### config.mk
export PLATFORM = sky130hd
export DESIGN_NAME = pgoc_calc
export DESIGN_NICKNAME = d
export VERILOG_FILES = /design/src/sv/pgoc_pkg.sv /design/src/sv/pgoc_calc.sv
export SDC_FILE = /design/constraint.sdc
export NUM_CORES = 2
export LEC_CHECK = 0
export BUFFER_PORTS_ARGS = -buffer_cell sky130_fd_sc_hd__buf_2
export CAP_MARGIN = 10
export CELL_PAD_IN_SITES_DETAIL_PLACEMENT = 0
export CELL_PAD_IN_SITES_GLOBAL_PLACEMENT = 2
export CORE_MARGIN = 2
export CORE_UTILIZATION = 40
export DETAILED_ROUTE_END_ITERATION = 10
export PLACE_DENSITY = 0.76
export SYNTH_ARGS = -nofsm -noshare
export SYNTH_HDL_FRONTEND = slang
export SYNTH_SLANG_ARGS = --single-unit
### constraint.sdc
create_clock -name clock -period 10.2 [get_ports clock]
set_clock_uncertainty 0.05 [all_clocks]
set_input_delay 0.51 -clock clock [delete_from_list [all_inputs] [get_ports clock]]
set_output_delay 0.51 -clock clock [all_outputs]
set_load 0.01 [all_outputs]
### src/sv/pgoc_pkg.sv
// Shared widths, codes and types of the pixel gain/offset corrector.
package pgoc_pkg;

   // Default depth exponent of the nonlinearity table
   localparam int SAMPLE_BITS_DEFAULT = 16;

   // Field widths
   localparam int SAMPLE_W = 16;
   localparam int TABLE_W  = 18;
   localparam int OFFSET_W = 24;
   localparam int GAIN_W   = 20;
   localparam int BG_W     = 24;

   // Request data packing, lowest field first
   localparam int TDATA_SAMPLE_LSB = 0;
   localparam int TDATA_TABLE_LSB  = TDATA_SAMPLE_LSB + SAMPLE_W;
   localparam int TDATA_OFFSET_LSB = TDATA_TABLE_LSB + TABLE_W;
   localparam int TDATA_GAIN_LSB   = TDATA_OFFSET_LSB + OFFSET_W;
   localparam int REQ_FIELDS_W     = TDATA_GAIN_LSB + GAIN_W;
   localparam int REQ_TDATA_W      = ((REQ_FIELDS_W + 7) / 8) * 8;
   localparam int RSP_TDATA_W      = SAMPLE_W;

   // Datapath widths: table-corrected sample, Q.8 difference, Q.24 product
   localparam int DIFF_W     = TABLE_W + 1;
   localparam int V_W        = SAMPLE_W + 10;
   localparam int PROD_W     = V_W + GAIN_W;
   localparam int ACC_W      = PROD_W + 2;
   localparam int FRAC_SHIFT = 24;
   localparam int BG_SHIFT   = 16;

   // Configuration port
   localparam int CSR_INDEX_W = 8;
   localparam logic [CSR_INDEX_W-1:0] CSR_INL_ENABLE = CSR_INDEX_W'(0);
   localparam logic [CSR_INDEX_W-1:0] CSR_BACKGROUND = CSR_INDEX_W'(1);

   // Request kinds carried on tuser
   localparam logic OP_TABLE_WRITE = 1'b0;
   localparam logic OP_CORRECT     = 1'b1;

   typedef struct packed {
      logic            inl_enable;
      logic [BG_W-1:0] background;
   } cfg_type;

   typedef struct packed {
      logic [SAMPLE_W-1:0]        sample;
      logic signed [OFFSET_W-1:0] offset;
      logic signed [GAIN_W-1:0]   gain;
      logic                       last;
   } item_type;

   typedef struct packed {
      logic [SAMPLE_W-1:0] corrected_sample;
      logic                last;
   } rsp_type;

endpackage

### src/sv/pgoc_calc.sv
// Correction: table subtract/clamp, offset, gain multiply, background, round and saturate.
module pgoc_calc #(
   parameter int SAMPLE_BITS = pgoc_pkg::SAMPLE_BITS_DEFAULT
) (
   input  logic                         clock,
   input  logic                         reset,
   input  pgoc_pkg::cfg_type            cfg,
   input  logic                         in_load,
   output logic                         in_ready,
   input  pgoc_pkg::item_type           in_item,
   input  logic [pgoc_pkg::TABLE_W-1:0] tbl_data,
   output logic                         out_valid,
   input  logic                         out_ready,
   output pgoc_pkg::rsp_type            out_rsp
);

   import pgoc_pkg::*;

   localparam logic signed [DIFF_W-1:0] DIFF_MAX = DIFF_W'((1 << SAMPLE_BITS) - 1);
   localparam logic [ACC_W-FRAC_SHIFT-2:0] RES_MAX =
      (ACC_W-FRAC_SHIFT-1)'((1 << SAMPLE_BITS) - 1);
   localparam logic signed [ACC_W-1:0] ROUND_HALF = ACC_W'(1) <<< (FRAC_SHIFT - 1);

   // Stage 1: request registered, table word arrives from the RAM
   logic                       s1_valid_ff, s1_valid_in;
   logic [SAMPLE_BITS-1:0]     s1_sample_ff;
   logic signed [OFFSET_W-1:0] s1_offset_ff;
   logic signed [GAIN_W-1:0]   s1_gain_ff;
   logic                       s1_last_ff;
   // Stage 2: Q.8 difference
   logic                       s2_valid_ff, s2_valid_in;
   logic signed [V_W-1:0]      s2_v_ff, s2_v_in;
   logic signed [GAIN_W-1:0]   s2_gain_ff;
   logic                       s2_last_ff;
   // Stage 3: Q.24 product
   logic                       s3_valid_ff, s3_valid_in;
   logic signed [PROD_W-1:0]   s3_prod_ff, s3_prod_in;
   logic                       s3_last_ff;
   // Output register
   logic                       out_valid_ff, out_valid_in;
   rsp_type                    out_rsp_ff, out_rsp_in;

   logic out_adv, s3_adv, s2_adv, s1_adv;

   logic signed [DIFF_W-1:0]  diff;
   logic [SAMPLE_BITS-1:0]    a_sel;
   logic signed [ACC_W-1:0]   acc;
   logic [ACC_W-FRAC_SHIFT-2:0] res_int;

   // Each stage moves when the one after it is empty or moving
   assign out_adv  = !out_valid_ff || out_ready;
   assign s3_adv   = !s3_valid_ff || out_adv;
   assign s2_adv   = !s2_valid_ff || s3_adv;
   assign s1_adv   = !s1_valid_ff || s2_adv;
   assign in_ready = s1_adv;

   // Table subtract and clamp to the sample range
   always_comb begin
      diff = $signed(DIFF_W'(s1_sample_ff)) - DIFF_W'($signed(tbl_data));
      if (!cfg.inl_enable) begin
         a_sel = s1_sample_ff;
      end else if (diff < 0) begin
         a_sel = '0;
      end else if (diff > DIFF_MAX) begin
         a_sel = DIFF_MAX[SAMPLE_BITS-1:0];
      end else begin
         a_sel = diff[SAMPLE_BITS-1:0];
      end
      s2_v_in = $signed(V_W'({a_sel, 8'b0})) - V_W'(s1_offset_ff);
   end

   assign s3_prod_in = s2_v_ff * s2_gain_ff;

   // Add background, round half up, saturate
   always_comb begin
      acc = ACC_W'(s3_prod_ff)
          + $signed(ACC_W'({cfg.background, BG_SHIFT'(0)}))
          + ROUND_HALF;
      res_int = acc[ACC_W-2:FRAC_SHIFT];
      out_rsp_in.last = s3_last_ff;
      if (acc[ACC_W-1]) begin
         out_rsp_in.corrected_sample = '0;
      end else if (res_int > RES_MAX) begin
         out_rsp_in.corrected_sample = SAMPLE_W'(RES_MAX);
      end else begin
         out_rsp_in.corrected_sample = SAMPLE_W'(res_int);
      end
   end

   assign s1_valid_in  = s1_adv ? in_load : s1_valid_ff;
   assign s2_valid_in  = s2_adv ? s1_valid_ff : s2_valid_ff;
   assign s3_valid_in  = s3_adv ? s2_valid_ff : s3_valid_ff;
   assign out_valid_in = out_adv ? s3_valid_ff : out_valid_ff;

   always_ff @(posedge clock) begin
      if (reset) begin
         s1_valid_ff  <= 1'b0;
         s2_valid_ff  <= 1'b0;
         s3_valid_ff  <= 1'b0;
         out_valid_ff <= 1'b0;
      end else begin
         s1_valid_ff  <= s1_valid_in;
         s2_valid_ff  <= s2_valid_in;
         s3_valid_ff  <= s3_valid_in;
         out_valid_ff <= out_valid_in;
      end
   end

   always_ff @(posedge clock) begin
      if (s1_adv && in_load) begin
         s1_sample_ff <= in_item.sample[SAMPLE_BITS-1:0];
         s1_offset_ff <= in_item.offset;
         s1_gain_ff   <= in_item.gain;
         s1_last_ff   <= in_item.last;
      end
      if (s2_adv && s1_valid_ff) begin
         s2_v_ff    <= s2_v_in;
         s2_gain_ff <= s1_gain_ff;
         s2_last_ff <= s1_last_ff;
      end
      if (s3_adv && s2_valid_ff) begin
         s3_prod_ff <= s3_prod_in;
         s3_last_ff <= s2_last_ff;
      end
      if (out_adv && s3_valid_ff) begin
         out_rsp_ff <= out_rsp_in;
      end
   end

   assign out_valid = out_valid_ff;
   assign out_rsp   = out_rsp_ff;

endmodule

==> results.yml <==
floorplanning:
  core_um2: 64600
  num_rows: 93
  ios: 127
  die_w_um: 260
  die-area_um2: 67600
  start_util_pct: 40.6
  fp.dieH_um: 260
clocking:
  cts_made_buffers: 17
  cts_buffer_depth: 2
  cts_root_buffer: "clkbuf_16"
  htreeDepth: 4
  cts_tree: "done"
  cts.clk_slew.worst_paths_ns: 0.07
  clkSinkCount: 160
  post-cts-setup-buffers: 0
  ctsHoldBuffers: 0
  post_cts_resized: 0
  clk_latency_ns: 0.49
logic_synthesis:
  yosysSeqAreaShare_pct: 18.2
  yosysTopAreaCellShare_pct: 40.3
  synthCells: 2629
  synth_edf_count: 156
  avgSynthCellArea_um2: 9.97
  yosys-top-cells-area: "fa_1, edfxtp_1, ha_1"
  ys_seq_elements: 160
  syn_area_um2: 26200
  async_flop_share_pct: 0
  synthFlopType: "edfxtp_1"
  syn-num-nets: 3461
  ys_warn_count: 0
  synth_cell_types: 62
  synth_top_area_cell: "fa_1"
sta:
  hold_viol: 0
  period_needed_ns: 8.39
  period_share_pct: 82.3
  worst_pin_slew_ns: 1.13
  final.setup.tns_ns: 0
  rsz0062_at_grt: "false"
  maxSlewHeadroom_pct: 24.3
  fmax_mhz: 119
  maxSlewViolCount: 0
  setup_viol: 0
grt:
  grt_overflow: 0
  grt_pass1_vias: 19300
  grt_max_degree: 62
  antenna_found_initial: 1
  grt_pass1_wl_um: 102000
  globalRouteTotalUtil_pct: 19.6
worst_setup_path:
  crit_arrival_ns: 8.57
  crit_family: "adder cells"
  required_ns: 10.38
  cpMostUsedCell: "fa_1"
  crit_type: "flop to flop"
  max_stage_delay_ns: 1.10
  crit_chain: "nand2_1 > fa_1 > fa_1 > fa_1 > fa_1 > inv_1 > fa_1 > fa_1 > inv_1 > fa_1 > inv_1 > ha_1 > nand4_1 > a2111oi_0 > a221oi_1 > a21oi_1 > a31o_2 > a211oi_1 > inv_1 > a21oi_1 > xnor2_1"
  path_max_fanout: 26
  crit_slowest_cell: "edfxtp_1"
  path_buf_inv: 4
  cp-start-kind: "flop"
  cp-end-kind: "flop"
placed_design:
  dp_hpwl_um: 49100
  place_congestion: 0.824
  portBuffers: 126
route:
  wl_um: 60400
  via_per_inst: 4.80
  routedWlPerCell_um: 16.9
  antenna_left: 0
  vias: 17100
  drc_errors: 0
  first_iter_violations: 726
  first_pass_iters: 5
cells_and_area:
  syn_to_final_growth_pct: 8.09
  layout_commonest_cell: "inv_1"
  nets: 3530
  drive_gt1_share_pct: 7.67
  final_cell_mix: "inv_1, fa_1, nand2_1, and2_1, ha_1"
min_path:
  hold_path.class: "input port to flop"
run_status:
  status: "finished, final reports clean"
job:
  drv_cap: 0
## stage by stage
step	std cells	utilization (%)	hold slack [ns]	instance area, um2	setup slack [ns]
after CTS	3566	43.9	0.0971	28300	1.75
after global placement	3534	43.0	0.354	27700	2.02
after detailed placement	3534	43.0	0.355	27700	1.77
after global routing	3566	43.9	0.111	28300	1.47
final	3567	43.9	0.143	28300	1.81
after floorplan	2629	-	0.350	26200	3.07
## cell usage after synthesis, drive strengths merged (2+ instances only)
master	instances
xnor2	63
o21a	8
a21o	29
nand2b	7
a211oi	6
clkbuf	96
nor2b	6
nand2	281
nand4	9
a31o	3
and4	4
xor2	23
dfxtp	4
a22oi	2
a21boi	6
a2111oi	3
a21oi	85
a221oi	3
a211o	2
fa	528
and3	4
inv	650
o21bai	10
nor3	17
a41oi	2
and2	266
o21ai	27
nand3	11
buf	4
o211ai	2
o31ai	2
nor4	3
a31oi	8
nand3b	2
or2	3
nor2	82
edfxtp	156
ha	196
a221o	2
a311o	2
## kinds of logic (layout without fill, tap and decap cells)
| kind of cell | after synthesis | count (layout) | synth area share [%] |
|---|---|---|---|
| buffers and inverters | 750 | 832 | 10.8 |
| adders and majority gates | 724 | 724 | 49.7 |
| and+or+nand+nor | 700 | 700 | 13.2 |
| AOI/OAI and AO/OA | 208 | 208 | 5.25 |
| DFF | 160 | 160 | 18.2 |
| xor gates and xnor gates | 86 | 86 | 2.87 |
| muxes | 1 | 1 | 0.0382 |
| other | 0 | 1 | 0 |
## layout make-up
cell class	instances	area [um2]
fill	6263	36200
antenna	1	2.50
multi-input combinational	1719	18700
sequential	160	4760
tap	855	1070
timing repair buffer	150	811
inverter	650	2440
clock buffer	18	429
clock inverter	14	163
## per-layer routing
layer	vias up	track usage, %	routed length (um)
met5	-	0	0
met1	8779	25.1	26300
met2	264	34.8	31000
met3	61	2.29	1800
met4	0	5.86	1370
li1	8015	-	-
## worst register-to-register path, delay by kind of cell (launching register included)
| family | cells | cell delay, ns |
|---|---|---|
| xor gates and xnor gates | 1 | 0.09 |
| buffers and inverters | 4 | 0.25 |
| DFF | 1 | 1.10 |
| and+or+nand+nor | 2 | 0.30 |
| adders and majority gates | 8 | 4.00 |
| AOI/OAI and AO/OA | 6 | 2.37 |
## path summary, 6_finish.rpt
| check | from | to | slack [ns] | cells past startpoint |
|---|---|---|---|---|
| setup / recovery | s2_gain_ff[5] | s3_prod_ff[37] | 1.81 | 21 |
| hold / removal | in_item[56] | s1_sample_ff[11] | 0.14 | 1 |
| setup reg to reg | s2_gain_ff[5] | s3_prod_ff[37] | 1.81 | 21 |
| hold reg to reg | s1_gain_ff[7] | s2_gain_ff[7] | 0.37 | 0 |
## state kept, by name, summed over array words and instances (netlist names)
signal / flops
s3_prod_ff: 30
s2_v_ff: 26
s1_offset_ff: 24
s1_gain_ff: 20
s2_gain_ff: 20
out_rsp: 17
s1_sample_ff: 16
out_valid: 1
s1_last_ff: 1
s1_valid_ff: 1
s2_last_ff: 1
s2_valid_ff: 1
s3_last_ff: 1
s3_valid_ff: 1
Power is left out: the tool's default activity adds up to more than one toggle a clock period on the data nets, which glitch-free logic cannot reach.
